--- src/hdl/vlpq_pkg.sv ---
// package for the variable length packet ring queue
// holds sizes, command and status codes, item structs and the sequencer states
// no dependencies
package vlpq_pkg;

  localparam int unsigned QUEUE_BYTES  = 65536;
  localparam int unsigned HEADER_BYTES = 4;
  localparam int unsigned STORE_SIZE   = QUEUE_BYTES + HEADER_BYTES;
  localparam int unsigned ADDR_W       = $clog2(STORE_SIZE);
  localparam int unsigned CUR_W        = ADDR_W + 1;
  localparam int unsigned HCNT_W       = $clog2(HEADER_BYTES);
  localparam int unsigned HDR_W        = 8 * HEADER_BYTES;

  typedef logic [ADDR_W-1:0] ptr_t;
  typedef logic [CUR_W-1:0]  cur_t;

  typedef enum logic [1:0] {
    CMD_PUT_START = 2'd0,
    CMD_PUT_BYTE  = 2'd1,
    CMD_GET_START = 2'd2,
    CMD_GET_BYTE  = 2'd3
  } cmd_e;

  typedef enum logic [2:0] {
    ST_OK      = 3'd0,
    ST_DROP    = 3'd1,
    ST_EMPTY   = 3'd2,
    ST_TOO_BIG = 3'd3,
    ST_BYTE    = 3'd4,
    ST_BAD_CMD = 3'd5
  } status_e;

  typedef enum logic [3:0] {
    S_IDLE,
    S_EXEC,
    S_MARK,
    S_HDR_WR,
    S_GET_CHK,
    S_HDR_RD,
    S_HDR_WAIT,
    S_HDR_EVAL,
    S_BYTE_WAIT,
    S_RESP
  } state_e;

  typedef struct packed {
    cmd_e        cmd;
    logic [15:0] length;
    logic [7:0]  data_in;
  } in_item_t;

  typedef struct packed {
    status_e     status;
    logic [15:0] packet_length;
    logic [7:0]  data_out;
    logic        last_byte;
  } out_item_t;

  typedef struct packed {
    logic       we;
    logic       re;
    ptr_t       addr;
    logic [7:0] wdata;
  } mem_req_t;

endpackage

--- src/hdl/vlpq_ctrl.sv ---
// sequencer of the packet ring: pointers, header writes and reads, byte transfers
// depends on vlpq_pkg, drives the port of vlpq_store
module vlpq_ctrl (
  input  logic                clk_i,
  input  logic                rst_ni,
  input  logic                in_valid_i,
  output logic                in_ready_o,
  input  vlpq_pkg::in_item_t  in_item_i,
  output logic                res_valid_o,
  input  logic                res_ready_i,
  output vlpq_pkg::out_item_t res_o,
  output vlpq_pkg::mem_req_t  mem_req_o,
  input  logic [7:0]          mem_rdata_i
);
  import vlpq_pkg::*;

  localparam cur_t QB  = cur_t'(QUEUE_BYTES);
  localparam cur_t HB  = cur_t'(HEADER_BYTES);
  localparam cur_t SSZ = cur_t'(STORE_SIZE);

  state_e            state_q, state_d;
  in_item_t          item_q, item_d;
  ptr_t              wp_q, wp_d, rp_q, rp_d, pc_q, pc_d, base_q, base_d;
  cur_t              gc_q, gc_d;
  logic [15:0]       pl_q, pl_d, gl_q, gl_d;
  logic              pa_q, pa_d, wrap_q, wrap_d;
  logic [HCNT_W-1:0] cnt_q, cnt_d;
  logic [HDR_W-1:0]  hdr_q, hdr_d;
  logic              hrd_q, hrd_d, oor_q, oor_d;
  out_item_t         res_q, res_d;

  cur_t              acc_addr, need, end_addr, wp_w, rp_w;
  logic              acc_we, acc_re, tail_ok, head_ok, mid_ok;
  logic [7:0]        rbyte;
  logic [15:0]       hsize;

  function automatic ptr_t clamp_rd(cur_t e, ptr_t wp);
    return (e > QB) ? wp : e[ADDR_W-1:0];
  endfunction

  assign wp_w     = {1'b0, wp_q};
  assign rp_w     = {1'b0, rp_q};
  assign need     = cur_t'(item_q.length) + HB;
  assign tail_ok  = (wp_w <= QB) && (need < QB - wp_w);
  assign head_ok  = (rp_q != '0) && (need < rp_w - cur_t'(1));
  assign mid_ok   = need < rp_w - wp_w;
  assign rbyte    = oor_q ? 8'h00 : mem_rdata_i;
  assign hsize    = hdr_q[15:0];
  assign end_addr = {1'b0, base_q} + HB + cur_t'(hsize);

  always_comb begin
    mem_req_o.we    = acc_we && (acc_addr < SSZ);
    mem_req_o.re    = acc_re && (acc_addr < SSZ);
    mem_req_o.addr  = acc_addr[ADDR_W-1:0];
    mem_req_o.wdata = 8'hFF;
    unique case (state_q)
      S_HDR_WR: begin
        unique case (cnt_q)
          HCNT_W'(0): mem_req_o.wdata = item_q.length[7:0];
          HCNT_W'(1): mem_req_o.wdata = item_q.length[15:8];
          default:    mem_req_o.wdata = 8'h00;
        endcase
      end
      S_EXEC:  mem_req_o.wdata = item_q.data_in;
      default: mem_req_o.wdata = 8'hFF;
    endcase
  end

  always_comb begin
    state_d  = state_q;
    item_d   = item_q;
    wp_d     = wp_q;
    rp_d     = rp_q;
    pc_d     = pc_q;
    base_d   = base_q;
    gc_d     = gc_q;
    pl_d     = pl_q;
    gl_d     = gl_q;
    pa_d     = pa_q;
    wrap_d   = wrap_q;
    cnt_d    = cnt_q;
    hdr_d    = hrd_q ? {rbyte, hdr_q[HDR_W-1:8]} : hdr_q;
    res_d    = res_q;
    acc_we   = 1'b0;
    acc_re   = 1'b0;
    acc_addr = '0;
    hrd_d    = 1'b0;
    in_ready_o  = 1'b0;
    res_valid_o = 1'b0;
    unique case (state_q)
      S_IDLE: begin
        in_ready_o = 1'b1;
        if (in_valid_i) begin
          item_d  = in_item_i;
          state_d = S_EXEC;
        end
      end
      S_EXEC: begin
        res_d   = '0;
        state_d = S_RESP;
        unique case (item_q.cmd)
          CMD_PUT_START: begin
            pl_d  = item_q.length;
            pa_d  = 1'b0;
            cnt_d = '0;
            if (wp_q >= rp_q) begin
              if (tail_ok) begin
                base_d  = wp_q;
                state_d = S_HDR_WR;
              end else if (head_ok) begin
                base_d  = '0;
                state_d = S_MARK;
              end else begin
                res_d.status = ST_DROP;
              end
            end else if (mid_ok) begin
              base_d  = wp_q;
              state_d = S_HDR_WR;
            end else begin
              res_d.status = ST_DROP;
            end
          end
          CMD_PUT_BYTE: begin
            if (pl_q == '0) begin
              res_d.status = ST_BAD_CMD;
            end else begin
              pl_d = pl_q - 16'd1;
              if (pa_q) begin
                acc_we       = 1'b1;
                acc_addr     = {1'b0, pc_q};
                pc_d         = pc_q + ptr_t'(1);
                res_d.status = ST_OK;
              end else begin
                res_d.status = ST_DROP;
              end
              if (pl_q == 16'd1) begin
                res_d.last_byte = 1'b1;
                pa_d            = 1'b0;
                if (pa_q) begin
                  wp_d = pc_q + ptr_t'(1);
                end
              end
            end
          end
          CMD_GET_START: begin
            if (gl_q != '0) begin
              rp_d = clamp_rd(gc_q + cur_t'(gl_q), wp_q);
              gl_d = '0;
            end
            state_d = S_GET_CHK;
          end
          CMD_GET_BYTE: begin
            if (gl_q == '0) begin
              res_d.status = ST_BAD_CMD;
            end else begin
              acc_re   = 1'b1;
              acc_addr = gc_q;
              state_d  = S_BYTE_WAIT;
            end
          end
          default: res_d.status = ST_BAD_CMD;
        endcase
      end
      S_MARK: begin
        acc_we   = 1'b1;
        acc_addr = wp_w + cur_t'(cnt_q);
        cnt_d    = cnt_q + HCNT_W'(1);
        if (cnt_q == HCNT_W'(HEADER_BYTES - 1)) begin
          state_d = S_HDR_WR;
        end
      end
      S_HDR_WR: begin
        acc_we   = 1'b1;
        acc_addr = {1'b0, base_q} + cur_t'(cnt_q);
        cnt_d    = cnt_q + HCNT_W'(1);
        if (cnt_q == HCNT_W'(HEADER_BYTES - 1)) begin
          pc_d = base_q + ptr_t'(HEADER_BYTES);
          pa_d = 1'b1;
          if (item_q.length == '0) begin
            wp_d = base_q + ptr_t'(HEADER_BYTES);
          end
          res_d.status = ST_OK;
          state_d      = S_RESP;
        end
      end
      S_GET_CHK: begin
        if (wp_q == rp_q) begin
          res_d.status = ST_EMPTY;
          state_d      = S_RESP;
        end else begin
          base_d  = rp_q;
          wrap_d  = 1'b0;
          cnt_d   = '0;
          state_d = S_HDR_RD;
        end
      end
      S_HDR_RD: begin
        acc_re   = 1'b1;
        acc_addr = {1'b0, base_q} + cur_t'(cnt_q);
        hrd_d    = 1'b1;
        cnt_d    = cnt_q + HCNT_W'(1);
        if (cnt_q == HCNT_W'(HEADER_BYTES - 1)) begin
          state_d = S_HDR_WAIT;
        end
      end
      S_HDR_WAIT: begin
        state_d = S_HDR_EVAL;
      end
      S_HDR_EVAL: begin
        if (!wrap_q && (hdr_q == '1)) begin
          base_d  = '0;
          rp_d    = '0;
          wrap_d  = 1'b1;
          cnt_d   = '0;
          state_d = S_HDR_RD;
        end else begin
          res_d.packet_length = hsize;
          state_d             = S_RESP;
          if (hsize > item_q.length) begin
            res_d.status = ST_TOO_BIG;
            rp_d         = clamp_rd(end_addr, wp_q);
          end else begin
            res_d.status = ST_OK;
            gc_d         = {1'b0, base_q} + HB;
            gl_d         = hsize;
            if (hsize == '0) begin
              rp_d = clamp_rd(end_addr, wp_q);
            end
          end
        end
      end
      S_BYTE_WAIT: begin
        res_d.status   = ST_BYTE;
        res_d.data_out = rbyte;
        gc_d           = gc_q + cur_t'(1);
        gl_d           = gl_q - 16'd1;
        if (gl_q == 16'd1) begin
          res_d.last_byte = 1'b1;
          rp_d            = clamp_rd(gc_q + cur_t'(1), wp_q);
        end
        state_d = S_RESP;
      end
      S_RESP: begin
        res_valid_o = 1'b1;
        if (res_ready_i) begin
          state_d = S_IDLE;
        end
      end
      default: state_d = S_IDLE;
    endcase
  end

  assign oor_d = acc_addr >= SSZ;
  assign res_o = res_q;

  always_ff @(posedge clk_i or negedge rst_ni) begin
    if (!rst_ni) begin
      state_q <= S_IDLE;
      wp_q    <= '0;
      rp_q    <= '0;
      pc_q    <= '0;
      gc_q    <= '0;
      pl_q    <= '0;
      gl_q    <= '0;
      pa_q    <= 1'b0;
      wrap_q  <= 1'b0;
      cnt_q   <= '0;
      hrd_q   <= 1'b0;
    end else begin
      state_q <= state_d;
      wp_q    <= wp_d;
      rp_q    <= rp_d;
      pc_q    <= pc_d;
      gc_q    <= gc_d;
      pl_q    <= pl_d;
      gl_q    <= gl_d;
      pa_q    <= pa_d;
      wrap_q  <= wrap_d;
      cnt_q   <= cnt_d;
      hrd_q   <= hrd_d;
    end
  end

  always_ff @(posedge clk_i) begin
    item_q <= item_d;
    base_q <= base_d;
    hdr_q  <= hdr_d;
    oor_q  <= oor_d;
    res_q  <= res_d;
  end

endmodule

--- config.mk ---
export PLATFORM = sky130hd
export DESIGN_NAME = vlpq_ctrl
export DESIGN_NICKNAME = d
export VERILOG_FILES = /design/src/hdl/vlpq_pkg.sv /design/src/hdl/vlpq_ctrl.sv
export SDC_FILE = /design/constraint.sdc
export NUM_CORES = 1
export LEC_CHECK = 0
export BUFFER_PORTS_ARGS = -buffer_cell sky130_fd_sc_hd__buf_2
export CAP_MARGIN = 5
export CORE_ASPECT_RATIO = 2
export CORE_UTILIZATION = 40
export DETAILED_ROUTE_END_ITERATION = 10
export PLACE_DENSITY = 0.63
export SLEW_MARGIN = 30
export SYNTH_ARGS = -nofsm -noshare
export SYNTH_HDL_FRONTEND = slang
export SYNTH_SLANG_ARGS = --single-unit
export TNS_END_PERCENT = 20
--- constraint.sdc ---
create_clock -name clk_i -period 4.8 [get_ports clk_i]
set_input_delay 0.24 -clock clk_i [delete_from_list [all_inputs] [get_ports clk_i]]
set_output_delay 0.24 -clock clk_i [all_outputs]
set_load 0.05 [all_outputs]
; ---- Word-level counts from Yosys, hierarchy flattened
; Cells that the tools add are included.
[word_totals]
out_inout_bits = 57
elab_cells = 236
in_bits = 38
regBits = 214
[op_classes]
magnitude_cmp = 11
n_mux = 102
reduce_logical = 43
eq_ne = 44
n_addsub = 15
[ops]
columns = cell, n
row1 = $mux W17, 27
row2 = $pmux W17 S3, 2
row3 = $mux W16, 5
row4 = $pmux W18 S2, 2
row5 = $pmux W17 S2, 2
row6 = $logic_not A16 Y1, 4
row7 = $pmux W16 S2, 2
row8 = $gt A18 B17 Y1 const B, 3
row9 = $lt A17 B18 Y1, 3
row10 = $mux W18, 3
row11 = $pmux W18 S3, 1
row12 = $pmux W16 S3, 1
row13 = $mux W4, 11
row14 = $pmux W4 S10, 1
row15 = $add A17 B2 Y18, 2
row16 = $add A18 B16 Y18, 2
row17 = $ne A2 B2 Y1 const B, 17
row18 = $eq A16 B1 Y1 const B, 2
row19 = $eq A32 B32 Y1 const B, 1
row20 = $pmux W8 S2, 2
row21 = $sub A16 B1 Y16 const B, 2
row22 = $reduce_and A5 Y1, 5
row23 = $mux W1, 22
row24 = $mux W19, 1
row25 = other kinds (51), 92

; ---- Longest topological paths before layout
; Gate-level depths: netlist of run 1.
[logic_depth]
word_depth = 8
ltp_mapped = 20
ltp_nobuf = 20

; ---- Least setup slack after synthesis of run 1
; OpenSTA, ideal clock, no wires.
[synth_path]
path_kind = register -> output
startpoint = register state_q[3]
endpoint = output mem_req_o[26] in the netlist's numbering
arrival_ns = 4.989
setup_slack_ns = -0.429
t_required_ns = 4.560
stages_incl_launch_ff = 20
path_cell_list = dfrtp_1 -> buf_2 -> nand2b_1 -> clkbuf_1 -> nor2_1 -> clkbuf_1 -> clkbuf_1 -> nand2_1 -> o21ai_0 -> ha_1 -> inv_1 -> fa_1 -> a21oi_1 -> and3_1 -> or3_1 -> o21ai_0 -> nor4_1 -> and3b_1 -> a32oi_1 -> nor4_2
[synth_lines]
columns = item, line
row1 = from (decl), vlpq_ctrl.sv:21  ; state_e state_q, state_d;
row2 = from (signal assigned), vlpq_ctrl.sv:270  ; state_q <= state_d;
row3 = to (decl), vlpq_ctrl.sv:12  ; output vlpq_pkg::mem_req_t mem_req_o,

==> results of run 1 <==
[state kept, by name, indices dropped and copies added, names as in the netlist, 2 cells and up]
signal	count
base_q	17
cnt_q	2
gl_q	16
hdr_q	32
res_o	28
item_q	26
rp_q	17
gc_q	18
pl_q	16
pc_q	17
wp_q	17
state_q	4
[placed cells by master, fill, tap and decap left out, types with 31 or more instances in the layout]
cell type,count
sky130_fd_sc_hd__buf_4,151
sky130_fd_sc_hd__edfxtp_1,103
sky130_fd_sc_hd__dfrtp_1,109
sky130_fd_sc_hd__xor2_1,43
sky130_fd_sc_hd__o21ai_0,182
sky130_fd_sc_hd__nand3_1,61
sky130_fd_sc_hd__buf_2,91
sky130_fd_sc_hd__a22oi_1,34
sky130_fd_sc_hd__inv_1,70
sky130_fd_sc_hd__nor3_1,55
sky130_fd_sc_hd__a21oi_1,154
sky130_fd_sc_hd__and2_1,41
sky130_fd_sc_hd__xnor2_1,83
sky130_fd_sc_hd__ha_1,131
sky130_fd_sc_hd__nand4_1,40
sky130_fd_sc_hd__nor2_1,175
sky130_fd_sc_hd__a31oi_1,31
sky130_fd_sc_hd__nand2_1,163
[cell type report]
class / count / area, sq um
Inverter: 71 / 266.5
Tap cell: 545 / 681.9
Multi-Input combinational cell: 1653 / 10970
Clock inverter: 19 / 206.4
Timing Repair Buffer: 273 / 1934
Fill cell: 4181 / 22210
Sequential cell: 214 / 5867
Clock buffer: 23 / 575.6
[through the flow]
| step | setup slack [ps] | utilization | std cells | setup TNS [ps] | power, W |
|---|---|---|---|---|---|
| 2_1_floorplan | -158.6 | - | 2041 | -158.6 | 0.01073 |
| 3_3_place_gp | -656.8 | 0.4511 | 2725 | -5119 | 0.01504 |
| 3_5_place_dp | -629.8 | 0.4513 | 2725 | -4780 | 0.01516 |
| 4_1_cts | 0.6115 | 0.4778 | 2796 | 0 | 0.01721 |
| 5_1_grt | 4.971 | 0.4800 | 2798 | 0 | 0.01853 |
| 6_report | 100.6 | 0.4800 | 2798 | 0 | 0.01759 |
[worst max-delay path, cell delays in order, from the launching register on]
cell and delay (ps):
sky130_fd_sc_hd__dfrtp_1 450, sky130_fd_sc_hd__or4_1 640, sky130_fd_sc_hd__nor3_2 340, sky130_fd_sc_hd__a21oi_1 120
sky130_fd_sc_hd__buf_4 220, sky130_fd_sc_hd__buf_4 190, sky130_fd_sc_hd__a22oi_1 150, sky130_fd_sc_hd__o22ai_1 200
sky130_fd_sc_hd__or4b_1 540, sky130_fd_sc_hd__and3b_1 220, sky130_fd_sc_hd__a32oi_1 110, sky130_fd_sc_hd__buf_4 220
sky130_fd_sc_hd__nor4_4 290, sky130_fd_sc_hd__buf_12 190
[cells in the mapped netlist, types with 6 or more instances]
library cell | instances | area, sq um
sky130_fd_sc_hd__nor3_1 | 59 | 295.3
sky130_fd_sc_hd__or2_2 | 16 | 100.1
sky130_fd_sc_hd__nand4_1 | 40 | 250.2
sky130_fd_sc_hd__a22oi_1 | 34 | 255.2
sky130_fd_sc_hd__and4_1 | 11 | 96.34
sky130_fd_sc_hd__mux2i_1 | 11 | 110.1
sky130_fd_sc_hd__nor2_1 | 177 | 664.4
sky130_fd_sc_hd__nand2_1 | 163 | 611.8
sky130_fd_sc_hd__nand3b_1 | 7 | 52.55
sky130_fd_sc_hd__edfxtp_1 | 103 | 3093
sky130_fd_sc_hd__o21ai_0 | 185 | 925.9
sky130_fd_sc_hd__o21a_1 | 19 | 142.6
sky130_fd_sc_hd__nor4_1 | 30 | 187.7
sky130_fd_sc_hd__or3_1 | 18 | 112.6
sky130_fd_sc_hd__and3_1 | 26 | 162.7
sky130_fd_sc_hd__a211o_1 | 8 | 70.07
sky130_fd_sc_hd__o22a_1 | 6 | 52.55
sky130_fd_sc_hd__nand2b_1 | 27 | 168.9
sky130_fd_sc_hd__a21o_1 | 17 | 127.6
sky130_fd_sc_hd__nor3b_1 | 7 | 52.55
sky130_fd_sc_hd__a2111oi_0 | 6 | 52.55
sky130_fd_sc_hd__o2111ai_1 | 8 | 70.07
sky130_fd_sc_hd__a31oi_1 | 32 | 200.2
sky130_fd_sc_hd__dfrtp_1 | 110 | 2753
sky130_fd_sc_hd__inv_1 | 71 | 266.5
sky130_fd_sc_hd__mux2_2 | 13 | 146.4
sky130_fd_sc_hd__o31ai_1 | 10 | 75.07
sky130_fd_sc_hd__buf_1 | 8 | 30.03
sky130_fd_sc_hd__o211ai_1 | 18 | 135.1
sky130_fd_sc_hd__o22ai_1 | 16 | 100.1
sky130_fd_sc_hd__xnor2_1 | 85 | 744.5
sky130_fd_sc_hd__nor2b_1 | 31 | 193.9
sky130_fd_sc_hd__and2_1 | 42 | 262.8
sky130_fd_sc_hd__ha_1 | 132 | 1652
sky130_fd_sc_hd__nand3_1 | 61 | 305.3
sky130_fd_sc_hd__a21oi_1 | 159 | 795.8
sky130_fd_sc_hd__a22o_1 | 21 | 183.9
sky130_fd_sc_hd__xor2_1 | 44 | 385.4
sky130_fd_sc_hd__a211oi_1 | 22 | 165.2
sky130_fd_sc_hd__o21bai_1 | 6 | 45.04
sky130_fd_sc_hd__clkbuf_1 | 91 | 341.6
[timing repair]
action / CTS / global route
hold endpoints to repair: 74 / 0
pin swaps: 1 / 4
setup endpoints to repair: 19 / 36
hold buffers: 27 / 0
buffers inserted: 2 / 2
gates cloned: 0 / 0
gates resized for setup: 12 / 19
[worst paths after layout]
path / end / slack, ps
worst min-delay path: hdr_q[24] / 50
worst min register to register: hdr_q[20] / 450
worst max register to register: base_q[2] / 230
worst max-delay path: mem_req_o[26] / 100
max in group asynchronous: state_q[1] / 3360
min in group asynchronous: pc_q[10] / 270
[power by group through the flow]
stage               Sequential [W]  Clock (W)  Combinational (W)
floorplan                  0.00368          0            0.00705
global placement           0.00380          0             0.0112
detailed placement         0.00381          0             0.0114
CTS                        0.00379    0.00194             0.0115
global route               0.00387    0.00199             0.0127
finish                     0.00384    0.00191             0.0118
[logic make-up after synthesis]
group                      share of synthesized area
adders and majority gates                     0.1000
buffers and inverters                        0.03801
xor gates and xnor gates                     0.06713
DFF                                           0.3388
AOI/OAI and AO/OA                             0.2296
and+or+nand+nor                               0.2117
muxes                                        0.01481
[routing by layer]
layer | global-route usage | part of all wire
met1 | 0.3267 | 0.32
met2 | 0.6356 | 0.51
met3 | 0.04600 | 0.053
met4 | 0.3591 | 0.12
met5 | 0 | 0
==> Flow_metrics.wiki, run 1 <==
{| class="wikitable"
! Metric !! Value
|-
| Outcome || completed
|-
| Worst min path class || primary input to flop
|-
| Residual antenna-violating net count after detailed routing || 0
|-
| Post-synthesis cell count || 2,041
|-
| DRC || 0
|-
| MaxCap Viol Count || 0
|-
| Antenna violations before repair || 1
|-
| Per-cell routed wire length || 27.57 um
|-
| Total I/O pin count || 95
|-
| Final weighted congestion in routability-driven placement || 1.017
|-
| Insertion delay of the later-clocked pin in the worst-skew pair || between 500 and 600 ps
|-
| Total placed instance area || 0.01927 sq mm
|-
| Prevailing post-synth register cell || sky130_fd_sc_hd__dfrtp_1
|-
| Sequential Power Share || 0.218
|-
| Nets in the synthesized netlist || approximately 2,200
|-
| Number of violations reported at the end of detailed-routing iteration 0 || approximately 1,400
|-
| Launching element of the worst setup path || pl_q[8]
|-
| Maximum number of pins on one net before global-route repair || between 50 and 60
|-
| Period utilization || 0.9790
|-
| CP Data Required Time || 4560 ps
|-
| Clk buf depth || 3
|-
| Critical Path Sink Type || primary output
|-
| Total iterations of the first detailed-routing run || 6
|-
| Clock sinks || 214
|-
| Relative slew slack || 0.3839
|-
| Clock-pin slew of the registers on the worst-case setup and hold paths || 70 ps
|-
| Detailed-route wire length || 77.15 mm
|-
| Avg Vias per Cell || 6.346
|-
| Mapped Area || 0.01732 sq mm
|-
| Final standard cell area without fillers || 0.02050 sq mm
|-
| Share of the yosys chip area belonging to registers || 0.3388
|-
| Count of H-tree levels built during CTS || 1
|-
| Count of final max-slew check failures || 0
|-
| Standard-cell rows || 107
|-
| Cell Int Power || approximately 0.0081 W
|-
| Power share of the clock group || 0.109
|-
| Die area || ~0.044 sq mm
|-
| Worst ir drop on vdd || 0.3696 mV
|-
| Fraction of final layout cells with drive strength greater than 1 || 0.1585
|-
| Overall Global Routing Usage || 0.3510
|-
| Crit path kind || flop to primary output
|-
| Library cells used by synthesis || 79
|-
| CORE AREA || between 0.04 and 0.05 sq mm
|-
| Category of the worst setup path launch point || flop
|-
| Synth Register Bits || 214
|-
| Static leakage || roughly 8.3 nW
|-
| P&R area growth vs syn || 18.40%
|-
| Total power divided by cell area || 858.0 mW/mm^2
|-
| CTS root buf || sky130_fd_sc_hd__clkbuf_16
|-
| Vias after detailed routing || between 15,000 and 20,000
|-
| Number of diodes || 0
|-
| Data arrival time of the worst path || about 4500 ps
|-
| Min cycle time layout || 4699 ps
|-
| Starting utilization of the core area || 0.4054
|-
| Final hold viol count || 0
|-
| Total overflow reported by the global router || 0
|-
| Number of cells traversed by the worst hold path || 2
|-
| Die outline height || between 200 and 300 um
|-
| Pin slew with the least headroom to its limit || 924.1 ps
|-
| Total clock buffers created by CTS || 23
|-
| Register-to-Register Path Depth || 20
|-
| Proportion of total power due to net switching || 0.5411
|-
| Startpoint of the most critical hold path || mem_rdata_i[0]
|-
| TritonCTS clock tree || built
|-
| Count of buffers from port buffering || 94
|-
| Fmax achieved || 212.8 MHz
|-
| Setup repair after global routing missed its margin || no
|-
| Count of synthesis-stage warnings from yosys || 0
|-
| Syn_area_per_cell || 8.484 sq um
|-
| Worst reg2reg path startpoint || rp_q[1]
|-
| Setup Skew || between 15 and 20 ps
|-
| Global-route wire length before repair || 111.6 mm
|-
| Switching power of the nets || around 0.0095 W
|-
| Net count reported at finish || 2,410
|-
| Ys async rst share || 0.5140
|-
| EDFF count, synth || 103
|-
| Die extent in x || 149.1 um
|-
| Combinational power share || 0.673
|-
| Highest fanout seen on the critical path || 12
|-
| Number of global-route vias before repair || 17,720
|-
| Worst hold slack after final layout || 49.39 ps
|-
| Placed wire-length estimate after detailed placement || 61.24 mm
|-
| Total of endpoints with negative setup slack in the final report || 0
|}
(Power assumes the default switching activity.)
==> run 2: changes to the inputs <==
--- a/config.mk
+++ b/config.mk
@@ -8,6 +8,7 @@
 export BUFFER_PORTS_ARGS = -buffer_cell sky130_fd_sc_hd__buf_2
 export CAP_MARGIN = 5
 export CORE_ASPECT_RATIO = 2
+export CORE_MARGIN = 2
 export CORE_UTILIZATION = 40
 export DETAILED_ROUTE_END_ITERATION = 10
 export PLACE_DENSITY = 0.63
==> Flow_metrics.wiki, run 2 (synthesis gave the netlist of run 1 again) <==
{| class="wikitable"
! Metric !! Value
|-
| Outcome || completed
|-
| Vias after detailed routing || 17,600
|-
| DRC || 0
|-
| Category of the worst setup path launch point || flop
|-
| MaxCap Viol Count || 0
|-
| Antenna violations before repair || 0
|-
| CP Data Required Time || 5190 ps
|-
| Top library cells by usage in the layout, fill and taps aside || 183 x sky130_fd_sc_hd__o21ai_0, 174 x sky130_fd_sc_hd__nor2_1, 163 x sky130_fd_sc_hd__nand2_1
|-
| Filler cell count || 4,198
|-
| Die area || about 0.045 sq mm
|-
| Non-filler cells in the finished layout || 2,788
|-
| Static leakage || 8.191 nW
|-
| Final hold viol count || 0
|-
| CORE AREA || 0.04271 sq mm
|-
| Detailed-route wire length || 75.81 mm
|-
| Net count reported at finish || 2,402
|-
| Most common cell after layout, fill and taps aside || sky130_fd_sc_hd__o21ai_0
|-
| P&R area growth vs syn || 17.65%
|-
| Number of violations reported at the end of detailed-routing iteration 0 || about 1,200
|-
| Worst min path class || primary input to flop
|-
| Number of placed instances with taps included || between 2,000 and 3,000
|-
| Flip-flop count of the largest register after layout || 32
|-
| Critical Path Sink Type || flop
|-
| Final weighted congestion in routability-driven placement || 0.9972
|-
| Data arrival time of the worst path || 5030 ps
|-
| Fraction of final layout cells with drive strength greater than 1 || 0.1516
|-
| Power, Total || between 0.015 and 0.02 W
|-
| Period utilization || 0.9660
|-
| Residual antenna-violating net count after detailed routing || 0
|-
| Insertion delay of the later-clocked pin in the worst-skew pair || 570 ps
|-
| Count of H-tree levels built during CTS || 1
|-
| Total of endpoints with negative setup slack in the final report || 0
|-
| Pin slew with the least headroom to its limit || 900.7 ps
|-
| Count of final max-slew check failures || 0
|-
| Count of buffers from port buffering || 94
|-
| Fmax achieved || 215.7 MHz
|-
| Crit path kind || flop to flop
|-
| Relative slew slack || 0.3840
|-
| Total overflow reported by the global router || 0
|-
| Total power divided by cell area || between 800 and 900 mW/mm^2
|-
| Clk buf depth || 3
|-
| Min cycle time layout || ~4600 ps
|-
| Register cell area after layout || 0.005866 sq mm
|-
| Number of diodes || 0
|-
| Combined area of the multi-input logic cells || about 0.011 sq mm
|-
| Total iterations of the first detailed-routing run || 6
|-
| Maximum number of pins on one net before global-route repair || 56
|-
| Avg Vias per Cell || 6.314
|-
| Number of global-route vias before repair || 17,670
|-
| Overall Global Routing Usage || 0.3362
|-
| TritonCTS clock tree || built
|-
| Die extent in x || 151.1 um
|-
| Per-cell routed wire length || roughly 27 um
|-
| CTS root buf || sky130_fd_sc_hd__clkbuf_16
|-
| Worst ir drop on vdd || between 0.3 and 0.4 mV
|-
| Setup repair after global routing missed its margin || no
|-
| Clock-pin slew of the registers on the worst-case setup and hold paths || 70 ps
|-
| Placed wire-length estimate after detailed placement || 60.17 mm
|-
| Highest fanout seen on the critical path || 9
|-
| Setup Skew || 32.08 ps
|-
| Standard-cell rows || 107
|-
| Die outline height || 298.2 um
|-
| Total clock buffers created by CTS || 22
|-
| Total I/O pin count || 95
|-
| Starting utilization of the core area || 0.4054
|-
| Global-route wire length before repair || approximately 110 mm
|-
| Register with the most flip-flops || hdr_q
|-
| Clock sinks || around 210
|}
==> run 2: cell types whose count changed in the layout (fill, tap and decap cells not counted), sizes merged <==
| cell | change |
|---|---|
| buf | -7 |
| clkinvlp | +1 |
| clkinv | -5 |
| clkbuf | +2 |
| inv | -1 |
==> run 2: worst max-delay path, stage by stage, from the launching register on <==
cell and delay (ps):
sky130_fd_sc_hd__edfxtp_1 450, sky130_fd_sc_hd__and3_1 220, sky130_fd_sc_hd__nand3_1 110, sky130_fd_sc_hd__or2_2 340
sky130_fd_sc_hd__nor2_1 200, sky130_fd_sc_hd__xor2_2 320, sky130_fd_sc_hd__ha_1 380, sky130_fd_sc_hd__nand4_1 200
sky130_fd_sc_hd__a211oi_2 90, sky130_fd_sc_hd__a2111oi_2 410, sky130_fd_sc_hd__buf_4 180, sky130_fd_sc_hd__nor2_1 50
sky130_fd_sc_hd__o22a_1 180, sky130_fd_sc_hd__and4_1 220, sky130_fd_sc_hd__a21oi_2 230, sky130_fd_sc_hd__nor3_2 70
sky130_fd_sc_hd__buf_4 170, sky130_fd_sc_hd__a211oi_2 460, sky130_fd_sc_hd__a21oi_1 180
==> run 2: metal layers <==
metal  part of all wire  wire [um]  global-route usage
met1               0.32      24340              0.3301
met2               0.51      38990              0.6015
met3              0.051       3837             0.03859
met4               0.11       8644              0.3031
met5                  0          0                   0
==> run 2: area by class of cell <==
cell class,count,share of cell area
well taps,545,0.03347
flip-flops and latches,214,0.2879
inverters,71,0.01308
multi-input cells,1653,0.5363
repair buffers,266,0.09219
clock buffers,25,0.02758
clock inverters,14,0.009459
==> run 2: what timing repair did <==
action                                 in CTS  in global routing
resized for setup                          11                 12
hold buffers                               27                  0
endpoints found under the hold margin      66                  0
setup buffers                               0                  2
pin swaps                                   0                  3
setup endpoints to repair                   5                 33
==> run 2: final timing paths <==
kind	from	endpoint	slack (ps)	cells past startpoint
min in group asynchronous	rst_ni	pc_q[12]	260	2
min	mem_rdata_i[1]	hdr_q[25]	20	2
min reg2reg	hdr_q[20]	hdr_q[12]	450	0
max reg2reg	base_q[2]	rp_q[2]	160	18
max	base_q[2]	rp_q[2]	160	18
max in group asynchronous	rst_ni	rp_q[1]	3390	3
==> run 2: power breakdown <==
| group | internal (W) | switching, W |
|---|---|---|
| Clock | 0.00102 | 0.000832 |
| Combinational | 0.00421 | 0.00753 |
| Sequential | 0.00275 | 0.00108 |
| Total | 0.00797 | 0.00944 |
==> run 2: through the flow <==
step                      hold WS (ps)  setup WS [ps]  cell area (sq um)    util  TNS (ps)
final                            15.15          163.2              20370  0.4770         0
after global routing             36.68          18.93              20370  0.4770         0
after CTS                        9.500          1.680              20310  0.4755         0
after detailed placement         312.6         -322.7              19230  0.4503    -833.0
after global placement           297.0         -318.0              19230  0.4503    -805.2
after floorplan                 -55.59         -158.6              17330       -    -158.6
